[config.mk]
export PLATFORM = sky130hd
export DESIGN_NAME = feistel32_cipher_modes_unit
export DESIGN_NICKNAME = d
export VERILOG_FILES = /design/src/rtl/fcm_pkg.sv /design/src/rtl/fcm_front.sv /design/src/rtl/fcm_core.sv /design/src/rtl/feistel32_cipher_modes_unit.sv
export VERILOG_INCLUDE_DIRS = /design/src /design/src/rtl
export SDC_FILE = /design/constraint.sdc
export NUM_CORES = 1
export LEC_CHECK = 0
export BUFFER_PORTS_ARGS = -buffer_cell sky130_fd_sc_hd__buf_2
export CORE_UTILIZATION = 51
export CTS_CLUSTER_DIAMETER = 120
export DETAILED_ROUTE_END_ITERATION = 7
export GPL_TIMING_DRIVEN = 0
export PLACE_DENSITY = 0.76
export SLEW_MARGIN = 15
export SYNTH_ARGS = -nofsm -noshare
export SYNTH_HDL_FRONTEND = slang
export SYNTH_SLANG_ARGS = --single-unit
[constraint.sdc]
create_clock -name clk -period 7 [get_ports clk]
set_clock_uncertainty 0.05 [all_clocks]
set_input_delay 1.05 -clock clk [delete_from_list [all_inputs] [get_ports clk]]
set_output_delay 1.05 -clock clk [all_outputs]
set_load 0.005 [all_outputs]
[src/rtl/feistel32_cipher_modes_unit_defines.svh]
// assertion macros for the feistel cipher unit
`ifndef FEISTEL32_CIPHER_MODES_UNIT_DEFINES_SVH
`define FEISTEL32_CIPHER_MODES_UNIT_DEFINES_SVH

`ifndef NO_ASSERTIONS
`define FCM_ASSERT_IMPL(label, ante, cons) \
	label: assert property (@(posedge clk) disable iff (!arst_n) (ante) |-> (cons)) \
		else $error("fcm assertion failed");
`define FCM_ASSERT_NEXT(label, ante, cons) \
	label: assert property (@(posedge clk) disable iff (!arst_n) (ante) |=> (cons)) \
		else $error("fcm assertion failed");
`else
`define FCM_ASSERT_IMPL(label, ante, cons)
`define FCM_ASSERT_NEXT(label, ante, cons)
`endif

`endif

[src/rtl/fcm_pkg.sv]
// shared types, constants, round key and round functions of the feistel cipher unit
package fcm_pkg;

	localparam int ROUND_COUNT = 8;
	localparam int RND_W = (ROUND_COUNT > 1) ? $clog2(ROUND_COUNT) : 1;
	localparam int KEY_IDX_W = 3;
	localparam int ROT_AMOUNT = 3;
	localparam int QUEUE_DEPTH = 2;
	localparam int QPTR_W = (QUEUE_DEPTH > 1) ? $clog2(QUEUE_DEPTH) : 1;
	localparam int QCNT_W = $clog2(QUEUE_DEPTH + 1);
	localparam int CFG_IDX_W = 3;
	localparam int CFG_DATA_W = 64;
	localparam logic [31:0] IV_RESET = 32'h6174_6f64;

	localparam logic [CFG_IDX_W-1:0] REG_KEY_UPPER = 3'd0;
	localparam logic [CFG_IDX_W-1:0] REG_KEY_LOWER = 3'd1;
	localparam logic [CFG_IDX_W-1:0] REG_CIPHER_MODE = 3'd2;
	localparam logic [CFG_IDX_W-1:0] REG_DECRYPT_SELECT = 3'd3;
	localparam logic [CFG_IDX_W-1:0] REG_INITIAL_VECTOR = 3'd4;

	localparam logic [3:0] SBOX4 [16] = '{
		4'd3, 4'd5, 4'd4, 4'd8, 4'd9, 4'd1, 4'd11, 4'd13,
		4'd12, 4'd0, 4'd15, 4'd2, 4'd7, 4'd6, 4'd10, 4'd14
	};

	typedef enum logic [1:0] {
		MODE_RAW = 2'd0,
		MODE_ECB = 2'd1,
		MODE_CBC = 2'd2,
		MODE_CTR = 2'd3
	} mode_t;

	typedef enum logic [1:0] {
		ST_IDLE,
		ST_RUN,
		ST_HOLD
	} state_t;

	typedef struct packed {
		logic [31:0] data_word;
		logic        restart;
	} item_t;

	function automatic logic [15:0] round_key(input logic [63:0] ku, input logic [63:0] kl,
		input logic [KEY_IDX_W-1:0] idx);
		logic [63:0] src;
		logic [15:0] k;
		src = idx[2] ? kl : ku;
		case (idx[1:0])
			2'd0: k = src[63:48];
			2'd1: k = src[47:32];
			2'd2: k = src[31:16];
			default: k = src[15:0];
		endcase
		return k;
	endfunction

	function automatic logic [15:0] round_f(input logic [15:0] left, input logic [15:0] k);
		logic [15:0] s;
		logic [3:0] nib;
		for (int i = 0; i < 4; i++) begin
			nib = left[4*i +: 4];
			s[4*i +: 4] = SBOX4[{nib[0], nib[1], nib[2], nib[3]}];
		end
		s = s ^ k;
		return {s[15-ROT_AMOUNT:0], s[15:16-ROT_AMOUNT]};
	endfunction

endpackage

[src/rtl/fcm_front.sv]
// input side: accepts transactions into a short queue ahead of the cipher core
module fcm_front (
	input  logic           clk,
	input  logic           arst_n,
	input  logic           in_valid,
	output logic           in_stall,
	input  logic [31:0]    data_word,
	input  logic           restart,
	output logic           q_valid,
	output fcm_pkg::item_t q_item,
	input  logic           q_pop
);

	fcm_pkg::item_t                 mem_q [fcm_pkg::QUEUE_DEPTH];
	logic [fcm_pkg::QPTR_W-1:0]     wr_ptr_q;
	logic [fcm_pkg::QPTR_W-1:0]     rd_ptr_q;
	logic [fcm_pkg::QCNT_W-1:0]     cnt_q;
	logic                           push;
	logic                           pop;

	assign in_stall = (cnt_q == fcm_pkg::QCNT_W'(fcm_pkg::QUEUE_DEPTH));
	assign q_valid  = (cnt_q != '0);
	assign q_item   = mem_q[rd_ptr_q];
	assign push     = in_valid && !in_stall;
	assign pop      = q_pop && q_valid;

	function automatic logic [fcm_pkg::QPTR_W-1:0] ptr_inc(input logic [fcm_pkg::QPTR_W-1:0] p);
		return (p == fcm_pkg::QPTR_W'(fcm_pkg::QUEUE_DEPTH - 1)) ? '0 : p + 1'b1;
	endfunction

	always_ff @(posedge clk) begin
		if (push) begin
			mem_q[wr_ptr_q] <= '{data_word: data_word, restart: restart};
		end
	end

	always_ff @(posedge clk or negedge arst_n) begin
		if (!arst_n) begin
			wr_ptr_q <= '0;
			rd_ptr_q <= '0;
			cnt_q    <= '0;
		end else begin
			if (push) begin
				wr_ptr_q <= ptr_inc(wr_ptr_q);
			end
			if (pop) begin
				rd_ptr_q <= ptr_inc(rd_ptr_q);
			end
			case ({push, pop})
				2'b10: cnt_q <= cnt_q + 1'b1;
				2'b01: cnt_q <= cnt_q - 1'b1;
				default: cnt_q <= cnt_q;
			endcase
		end
	end

endmodule

[src/rtl/fcm_core.sv]
// cipher core: configuration, chaining register, iterative feistel rounds, result register
`include "feistel32_cipher_modes_unit_defines.svh"

module fcm_core (
	input  logic                             clk,
	input  logic                             arst_n,
	input  logic                             cfg_we,
	input  logic [fcm_pkg::CFG_IDX_W-1:0]    cfg_index,
	input  logic [fcm_pkg::CFG_DATA_W-1:0]   cfg_data,
	input  logic                             q_valid,
	input  fcm_pkg::item_t                   q_item,
	output logic                             q_pop,
	output logic                             out_valid,
	input  logic                             out_stall,
	output logic [31:0]                      result_word
);

	logic [63:0]                   key_upper_q;
	logic [63:0]                   key_lower_q;
	fcm_pkg::mode_t                mode_q;
	logic                          decrypt_q;
	logic [31:0]                   iv_q;
	logic [31:0]                   chain_q;

	fcm_pkg::state_t               state_q;
	fcm_pkg::state_t               state_d;
	logic [fcm_pkg::RND_W-1:0]     cnt_q;
	logic [15:0]                   l_q;
	logic [15:0]                   r_q;
	logic [31:0]                   x_q;
	logic                          out_valid_q;
	logic [31:0]                   result_q;

	logic                          inverse;
	logic [fcm_pkg::KEY_IDX_W-1:0] kidx;
	logic [15:0]                   f;
	logic                          last;
	logic                          out_free;
	logic                          finishing;
	logic                          start;
	logic [31:0]                   fin_word;
	logic [31:0]                   res;
	logic [31:0]                   chain_cur;
	logic [31:0]                   c_eff;
	logic [31:0]                   blk_in;
	logic [31:0]                   x_in;
	logic [31:0]                   chain_start;

	assign inverse = decrypt_q && (mode_q != fcm_pkg::MODE_CTR);
	assign kidx    = inverse ? (fcm_pkg::KEY_IDX_W'(fcm_pkg::ROUND_COUNT - 1)
		- fcm_pkg::KEY_IDX_W'(cnt_q)) : fcm_pkg::KEY_IDX_W'(cnt_q);
	assign f        = fcm_pkg::round_f(l_q, fcm_pkg::round_key(key_upper_q, key_lower_q, kidx));
	assign last     = (cnt_q == fcm_pkg::RND_W'(fcm_pkg::ROUND_COUNT - 1));
	assign out_free = !out_valid_q || !out_stall;
	assign fin_word = (state_q == fcm_pkg::ST_HOLD) ? {r_q, l_q} : {l_q, r_q ^ f};
	assign res      = (mode_q == fcm_pkg::MODE_RAW) ? x_q : (fin_word ^ x_q);

	assign chain_cur = (finishing && mode_q == fcm_pkg::MODE_CBC && !decrypt_q) ? res : chain_q;
	assign c_eff     = q_item.restart ? iv_q : chain_cur;
	assign q_pop     = start;

	always_comb begin
		case (mode_q)
			fcm_pkg::MODE_ECB: begin
				blk_in      = q_item.data_word;
				x_in        = '0;
				chain_start = c_eff;
			end
			fcm_pkg::MODE_CBC: begin
				if (decrypt_q) begin
					blk_in      = q_item.data_word;
					x_in        = c_eff;
					chain_start = q_item.data_word;
				end else begin
					blk_in      = q_item.data_word ^ c_eff;
					x_in        = '0;
					chain_start = c_eff;
				end
			end
			fcm_pkg::MODE_CTR: begin
				blk_in      = c_eff;
				x_in        = q_item.data_word;
				chain_start = c_eff + 32'd1;
			end
			default: begin
				blk_in      = q_item.data_word;
				x_in        = q_item.data_word;
				chain_start = c_eff;
			end
		endcase
	end

	always_comb begin
		state_d   = state_q;
		finishing = 1'b0;
		start     = 1'b0;
		case (state_q)
			fcm_pkg::ST_IDLE: begin
				start = q_valid;
			end
			fcm_pkg::ST_RUN: begin
				if (last) begin
					finishing = out_free;
					start     = out_free && q_valid;
					state_d   = out_free ? fcm_pkg::ST_IDLE : fcm_pkg::ST_HOLD;
				end
			end
			fcm_pkg::ST_HOLD: begin
				finishing = out_free;
				start     = out_free && q_valid;
				if (out_free) begin
					state_d = fcm_pkg::ST_IDLE;
				end
			end
			default: begin
				state_d = fcm_pkg::ST_IDLE;
			end
		endcase
		if (start) begin
			state_d = fcm_pkg::ST_RUN;
		end
	end

	always_ff @(posedge clk or negedge arst_n) begin
		if (!arst_n) begin
			key_upper_q <= '0;
			key_lower_q <= '0;
			mode_q      <= fcm_pkg::MODE_RAW;
			decrypt_q   <= 1'b0;
			iv_q        <= fcm_pkg::IV_RESET;
		end else if (cfg_we) begin
			case (cfg_index)
				fcm_pkg::REG_KEY_UPPER:      key_upper_q <= cfg_data;
				fcm_pkg::REG_KEY_LOWER:      key_lower_q <= cfg_data;
				fcm_pkg::REG_CIPHER_MODE:    mode_q      <= fcm_pkg::mode_t'(cfg_data[1:0]);
				fcm_pkg::REG_DECRYPT_SELECT: decrypt_q   <= cfg_data[0];
				fcm_pkg::REG_INITIAL_VECTOR: iv_q        <= cfg_data[31:0];
				default: ;
			endcase
		end
	end

	always_ff @(posedge clk or negedge arst_n) begin
		if (!arst_n) begin
			state_q     <= fcm_pkg::ST_IDLE;
			cnt_q       <= '0;
			chain_q     <= fcm_pkg::IV_RESET;
			out_valid_q <= 1'b0;
		end else begin
			state_q <= state_d;
			if (start) begin
				cnt_q   <= '0;
				chain_q <= chain_start;
			end else begin
				chain_q <= chain_cur;
				if (state_q == fcm_pkg::ST_RUN && !last) begin
					cnt_q <= cnt_q + 1'b1;
				end
			end
			if (finishing) begin
				out_valid_q <= 1'b1;
			end else if (!out_stall) begin
				out_valid_q <= 1'b0;
			end
		end
	end

	always_ff @(posedge clk) begin
		if (start) begin
			l_q <= blk_in[31:16];
			r_q <= blk_in[15:0];
			x_q <= x_in;
		end else if (state_q == fcm_pkg::ST_RUN) begin
			l_q <= r_q ^ f;
			r_q <= l_q;
		end
		if (finishing) begin
			result_q <= res;
		end
	end

	assign out_valid   = out_valid_q;
	assign result_word = result_q;

	`FCM_ASSERT_IMPL(a_hold_has_result, state_q == fcm_pkg::ST_HOLD, out_valid_q)
	`FCM_ASSERT_IMPL(a_start_needs_free, start && state_q != fcm_pkg::ST_IDLE, finishing)
	`FCM_ASSERT_NEXT(a_start_runs, start, state_q == fcm_pkg::ST_RUN && cnt_q == '0)
	`FCM_ASSERT_NEXT(a_finish_shows, finishing, out_valid_q)

endmodule

[src/rtl/feistel32_cipher_modes_unit.sv]
// Each 32-bit word is passed through unchanged in raw mode or goes through an 8-round
// Feistel cipher in ECB, CBC or CTR mode, one round per clock in a single shared round unit
// in the core; the next queued word starts in the cycle its predecessor finishes, so the
// core takes a new word only once the last one is through. A two-entry input queue keeps
// accepting until it is full while the core works, and a result register holds the finished
// word while the output is stalled; the core waits only when that register is still full at
// the end of the last round.
// Configuration writes take effect immediately and belong in idle periods; initial_vector
// reaches the chaining register only on a transaction with restart set, or at reset.
module feistel32_cipher_modes_unit (
	input  logic                           clk,
	input  logic                           arst_n,
	input  logic                           cfg_we,
	input  logic [fcm_pkg::CFG_IDX_W-1:0]  cfg_index,
	input  logic [fcm_pkg::CFG_DATA_W-1:0] cfg_data,
	input  logic                           in_valid,
	output logic                           in_stall,
	input  logic [31:0]                    data_word,
	input  logic                           restart,
	output logic                           out_valid,
	input  logic                           out_stall,
	output logic [31:0]                    result_word
);

	logic           q_valid;
	fcm_pkg::item_t q_item;
	logic           q_pop;

	fcm_front u_front (
		.clk       (clk),
		.arst_n    (arst_n),
		.in_valid  (in_valid),
		.in_stall  (in_stall),
		.data_word (data_word),
		.restart   (restart),
		.q_valid   (q_valid),
		.q_item    (q_item),
		.q_pop     (q_pop)
	);

	fcm_core u_core (
		.clk         (clk),
		.arst_n      (arst_n),
		.cfg_we      (cfg_we),
		.cfg_index   (cfg_index),
		.cfg_data    (cfg_data),
		.q_valid     (q_valid),
		.q_item      (q_item),
		.q_pop       (q_pop),
		.out_valid   (out_valid),
		.out_stall   (out_stall),
		.result_word (result_word)
	);

endmodule
; ---- Word level (Yosys, flattened, before mapping)
; Memories as Yosys holds them, arrays and structs flattened.
; Cells that the tools add are included.
; W data, S select, Z words.
[totals]
ff_bits = 301
ram_bits = 66
rom_bits = 256
input_bits = 105
out_inout_bits = 34
elab_cells = 131
n_memories = 5
[memory_table]
columns = memory, words, word_bits, rd, rd_clocked_by_memory_dff, wr, line_no
row1 = u_front.mem_q, 2, 33, 1, 0, 1, fcm_front.sv:14  ; fcm_pkg::item_t mem_q [fcm_pkg::QUEUE_DEPTH];
row2 = (no name shown), 16, 4, 1, 0, 0, fcm_pkg.sv:63  ; s[4*i +: 4] = SBOX4[{nib[0], nib[1], nib[2], nib[3]}];
row3 = (no name shown), 16, 4, 1, 0, 0, fcm_pkg.sv:63
row4 = (no name shown), 16, 4, 1, 0, 0, fcm_pkg.sv:63
row5 = (no name shown), 16, 4, 1, 0, 0, fcm_pkg.sv:63
[op_classes]
add_sub_neg = 7
order_cmp = 4
n_eq_ne = 20
muxes = 44
bitwise_logic = 8
reduce_logical = 27
[op_table]
columns = op, n
row1 = $mux W32, 8
row2 = $pmux W32 S2, 3
row3 = $mux W16, 4
row4 = $mux W64, 1
row5 = $xor A32 B32 Y32, 2
row6 = $pmux W16 S3, 1
row7 = $add A32 B1 Y32 const B, 1
row8 = $mux W4, 8
row9 = $xor A16 B16 Y16, 2
row10 = $ge A5 B5 Y1 const B, 4
row11 = $not A4 Y5, 4
row12 = $eq A2 B2 Y1 const B, 6
row13 = $reduce_and A2 Y1, 5
row14 = $mux W3, 3
row15 = $eq A2 B1 Y1 const B, 4
row16 = $mux W1, 8
row17 = $mux W2, 4
row18 = $reduce_bool A2 Y1, 4
row19 = $logic_and A1 B1 Y1, 7
row20 = $eq A3 B2 Y1 const B, 2
row21 = $eq A3 B3 Y1 const B, 2
row22 = $logic_not A2 Y1, 3
row23 = $ne A3 B2 Y1 const B, 2
row24 = $pmux W2 S3, 1
row25 = other kinds (15), 21

; ---- Logic depth before layout (Yosys ltp)
[logic_depth]
depth_word = 16
ltp_mapped = 19
mapped_depth_nobuf = 15

; ---- Modules after synthesis
; From an unflattened synthesis, not the netlist that was laid out.
[unflattened]
hier_cells = 2148
area_unflattened_um2 = 21883.5
[by_module_without_submodules]
columns = mod, instances, cells_per_inst, area_per_inst_um2, seq_area_each_um2
row1 = fcm_core, 1, 2027, 19286.0, 7952.6
row2 = fcm_front, 1, 121, 2597.5, 2082.0

; ---- Worst setup path after synthesis
; Ideal clock, no wire load.
[synth_path]
path_type = reg-to-reg
startpoint = register u_core.mode_q[1]
endpoint = register u_core.chain_q[26]
setup_time_ns = 0.087
t_arrival_ns = 4.680
required_time_ns = 6.863
path_slack_ns = 2.183
path_stages_with_launch = 16
path_buffers = 1
period_less_slack_ns = 4.817
cell_sequence = dfrtp_1 > ha_1 > clkbuf_1 > nand2b_1 > nand4b_1 > or3b_2 > nor4_1 > mux2i_1 > nand2_1 > or4_4 > a211oi_4 > nor4b_4 > nand4b_4 > nor3_4 > mux2_4 > o211ai_1
[synth_between]
elab_chain_len = 15
word_cells_on_any_way = 24
classes_between = add/sub (1) / eq/ne (5) / mux (10) / bitwise (3) / reduce/logical (5)
[synth_lines]
columns = item, line_no
row1 = start: declaration, fcm_core.sv:20  ; fcm_pkg::mode_t mode_q;
row2 = start signal: assignment, fcm_core.sv:128  ; mode_q <= fcm_pkg::MODE_RAW;
row3 = start signal: assignment, fcm_core.sv:135  ; fcm_pkg::REG_CIPHER_MODE: mode_q <= fcm_pkg::mode_t'(cfg_data[1:0]);
row4 = $ne A2 B2 Y1, fcm_core.sv:49  ; assign inverse = decrypt_q && (mode_q != fcm_pkg::MODE_CTR);
row5 = $logic_and A1 B1 Y1, fcm_core.sv:49
row6 = $mux W3, fcm_core.sv:50  ; assign kidx = inverse ? (fcm_pkg::KEY_IDX_W'(fcm_pkg::ROUND_COUNT - 1)
row7 = $eq A2 B2 Y1 (tied with other cells), fcm_pkg.sv:49  ; case (idx[1:0])
row8 = $pmux W16 S3, fcm_pkg.sv:49
row9 = $xor A16 B16 Y16, fcm_pkg.sv:65  ; s = s ^ k;
row10 = $xor A16 B16 Y16, fcm_core.sv:55  ; assign fin_word = (state_q == fcm_pkg::ST_HOLD) ? {r_q, l_q} : {l_q, r_q ^ f};
row11 = $mux W32, fcm_core.sv:55
row12 = $xor A32 B32 Y32, fcm_core.sv:56  ; assign res = (mode_q == fcm_pkg::MODE_RAW) ? x_q : (fin_word ^ x_q);
row13 = $mux W32, fcm_core.sv:56
row14 = $mux W32, fcm_core.sv:58  ; assign chain_cur = (finishing && mode_q == fcm_pkg::MODE_CBC && !decrypt_q) ? res : chain_q;
row15 = $mux W32, fcm_core.sv:59  ; assign c_eff = q_item.restart ? iv_q : chain_cur;
row16 = $add A32 B1 Y32, fcm_core.sv:83  ; chain_start = c_eff + 32'd1;
row17 = $pmux W32 S2, fcm_core.sv:63  ; case (mode_q)
row18 = $mux W32 (*), fcm_core.sv:151  ; if (start) begin
row19 = end signal: assignment, fcm_core.sv:147  ; chain_q <= fcm_pkg::IV_RESET;
row20 = end signal: assignment, fcm_core.sv:153  ; chain_q <= chain_start;
row21 = end signal: assignment, fcm_core.sv:155  ; chain_q <= chain_cur;
row22 = end: declaration, fcm_core.sv:23  ; logic [31:0] chain_q;
; Every way passes the cells marked *; elsewhere a longest branch is shown, timed or not.
; A chain may end at the register's enable or synchronous reset.

; ---- Final worst setup path
[layout_path]
startpoint = register u_core.cnt_q[0] (netlist name)
endpoint = register u_core.chain_q[20]
[layout_between]
elab_chain_len = 14
word_cells_on_any_way = 25
classes_between = add/sub (2) / eq/ne (3) / mux (14) / bitwise (3) / reduce/logical (3)
[layout_lines]
columns = item, line_no
row1 = start: declaration, fcm_core.sv:27  ; logic [fcm_pkg::RND_W-1:0] cnt_q;
row2 = start signal: assignment, fcm_core.sv:157  ; cnt_q <= cnt_q + 1'b1;
row3 = $sub A3 B3 Y3, fcm_core.sv:51  ; - fcm_pkg::KEY_IDX_W'(cnt_q)) : fcm_pkg::KEY_IDX_W'(cnt_q);
row4 = $mux W3 (*), fcm_core.sv:50
row5 = $eq A2 B2 Y1 (tied with other cells), fcm_pkg.sv:49
row6 = $pmux W16 S3 (*), fcm_pkg.sv:49
row7 = $xor A16 B16 Y16 (*), fcm_pkg.sv:65
row8 = $xor A16 B16 Y16 (*), fcm_core.sv:55
row9 = $mux W32 (*), fcm_core.sv:55
row10 = $xor A32 B32 Y32 (*), fcm_core.sv:56
row11 = $mux W32 (*), fcm_core.sv:56
row12 = named net u_core.res[4], fcm_core.sv:42  ; logic [31:0] res;
row13 = $mux W32 (*), fcm_core.sv:58
row14 = $mux W32 (*), fcm_core.sv:59
row15 = $add A32 B1 Y32 (*), fcm_core.sv:83
row16 = $pmux W32 S2 (*), fcm_core.sv:63
row17 = $mux W32 (*), fcm_core.sv:151
; Mark *: on every way through the listed nets, which the timed path passes. The rest lies on a longest branch.

==> results.cfg <==
[placed_design]
gp_congestion = 1.03
portBuffers = 138
placedInstanceArea_mm2 = 0.0230
hpwl_um = 63500

[timing]
setup_violations = 0
hold_viol = 0
worstMarginPinSlew_ps = 1230
slew_headroom_pct = 18.0
finalCritPeriodShare_pct = 96.6
slew_violations = 0
rsz0062_at_grt = false
max_freq_ghz = 0.148
period_needed_ps = 6760

[grt]
antenna_found_initial = 2
track_usage_pct = 39.1
grt_max_degree = 104
grt_pass1_vias = 17800
grt_pass1_wl_um = 122000
grt_overflow_total = 0

[synthesis]
synth_area_leaders = edfxtp_1 (23%), dfrtp_1 (20%), mux2_2 (8.9%), mux2i_1 (5.8%), dfstp_2 (3.9%)
ys.flop_type = dfrtp_1
yosys.area.top_type = edfxtp_1
yosysSeqAreaShare_pct = 46.7
yosysWarnings = 0
async_reset_ff_share_pct = 55.9
avgSynthCellArea_um2 = 10.4
synth_fp_nets = 2201
synth_top_area_share_pct = 22.6
ys_types = 96
synth_cells = 2070
synth_edf_count = 162
yosys_register_bits = 367
synth_area_mm2 = 0.0215
synthTopCellsByCount = nand2_1 (183), dfrtp_1 (173), mux2_2 (170)
yosysMostFrequentCell = nand2_1

[clock_tree]
cts_buffers = 42
hold_buffers = 0
clk_latency_ps = 590
clk_pin_slew_ps = 60
post-cts-setup-buffer-count = 0
ctsResizeCount = 0
cts_root_buf = clkbuf_16
cts.htree.levels = 2
cts.path.max_buffers = 3
clock-sinks = 367
cts_tree = yes

[floorplanning]
ios = 139
start_util_pct = 52.2
rows = 74
fp.coreArea_mm2 = 0.0412
die_area_mm2 = 0.0430
die_width_um = 207
die_h_um = 207

[setup_path]
crit_path_max_fanout = 10
cpMostUsedCell = clkbuf_1
slowest_delay_ps = 910
critPathKind = reg -> reg
arrival_ps = 7180
crit_path_end_kind = flop
required_ps = 7420
path_delay_family = simple AND/OR/NAND/NOR gates
path_buf_inv = 2
cp-start-kind = flop
cp_cell_sequence = clkbuf_1 > nand2_1 > o22ai_1 > or3_1 > clkbuf_1 > o21ai_0 > xor2_1 > o221ai_1 > nor4b_4 > nand3_2 > nor4_4 > a21boi_1 > o31ai_1
slowest_stage = o22ai_1

[finish]
final_util_pct = 59.5
nets = 2389
antenna_cells = 0
drive_above_1_share_pct = 21.0
final_area_mm2 = 0.0245
synthToLayoutAreaGrowth_pct = 14.0

[job]
cap_violations = 0

[route]
antenna_left = 0
vias = 18900
totalWireLength_um = 84500
dr.first_iter.drc_count = 2513
remaining_drc_errors = 0
vias_per_cell = 6.69
drtPass1Iterations = 8
routedWlPerCell_um = 29.9

[worst_hold_path]
hold_path.class = in -> async

[status]
status = finished clean

[power]
p_leak_nw = 9.64
irDropWorstVdd_mv = 0.290
total_power_mw = 13.0
power-per-cell-area_mw_per_mm2 = 532
[per-stage QoR]
stage	hold slack (ps)	cells	TNS [ps]	setup WS [ps]
detailed placement	443	2746	0	183
global route	225	2823	0	35.1
CTS	212	2823	0	155
finish	228	2823	0	240
floorplan	411	2070	0	2180
global placement	429	2740	-50.4	-50.4
[layout by cell type (no fill, tap or decap), types with 15 or more instances in the layout]
cell type  instances
a211oi_1          26
a21o_1            17
a21oi_1          128
a31oi_1           23
buf_1             22
buf_2            153
clkbuf_1         108
clkbuf_16         42
dfrtp_1          173
dfstp_2           32
edfxtp_1         162
ha_1              26
inv_1             28
mux2_2           170
mux2i_1          124
nand2_1          183
nand2b_1          19
nand3_1           27
nor2_1           165
nor2b_1           19
nor3_1            25
o211ai_1          24
o21a_1            15
o21ai_0          137
o22ai_1           41
xnor2_1           49
xor2_1            50
[per-layer routing]
layer  routed length [um]  vias up  global-route usage, %
li1                     -     8064                      -
met1                36100     9462                   57.0
met2                34600     1172                   55.1
met3                 9710      196                   9.24
met4                 4110        0                   16.9
met5                    0        -                      0
[final timing paths]
check,start,to,slack (ps),depth (start not counted)
max,u_core.cnt_q[0]$_DFFE_PN0P_,u_core.chain_q[20]$_DFF_PN1_,240,13
min in group clk,u_core.key_lower_q[8]$_DFFE_PN0P_,u_core.key_lower_q[8]$_DFFE_PN0P_,450,1
min reg2reg,u_core.key_lower_q[8]$_DFFE_PN0P_,u_core.key_lower_q[8]$_DFFE_PN0P_,450,1
min,arst_n,u_core.key_lower_q[39]$_DFFE_PN0P_,230,1
max in group asynchronous,arst_n,u_core.chain_q[17]$_DFF_PN0_,5890,2
max reg2reg,u_core.cnt_q[0]$_DFFE_PN0P_,u_core.chain_q[20]$_DFF_PN1_,240,13
[cells by family after synthesis]
group                      Yosys count  synth area share (%)
AOI/OAI and AO/OA                  551                  16.7
and+or+nand+nor                    549                  12.5
DFF                                367                  46.7
muxes                              302                  15.4
buffers and inverters              175                  3.18
xor gates and xnor gates           100                  4.11
adders and majority gates           26                  1.51
[power by group]
part	switching (mW)	leakage (nW)	internal, mW
Combinational	4.64	4.96	2.37
Sequential	0.476	3.95	3.19
Clock	0.962	0.721	1.41
Total	6.08	9.64	6.97
[sequential cells by signal, indices dropped and copies added, names as in the netlist, 3 cells and up]
name and flops:
u_core.chain_q 32, u_core.cnt_q 3, u_core.iv_q 32, u_core.key_lower_q 64
u_core.key_upper_q 64, u_core.l_q 16, u_core.r_q 16, u_core.result_word 32
u_core.x_q 32, u_front.mem_q 66
[cell type report]
cell class | count | area [um2]
clock buffer | 55 | 1170
clock inverter | 22 | 295
fill | 3536 | 16700
sequential | 367 | 10000
inverter | 33 | 124
buffer | 142 | 561
multi-input combinational | 1528 | 10800
timing repair buffer | 144 | 843
tap | 532 | 666
Note: power is estimated with default switching activity, not from simulation.
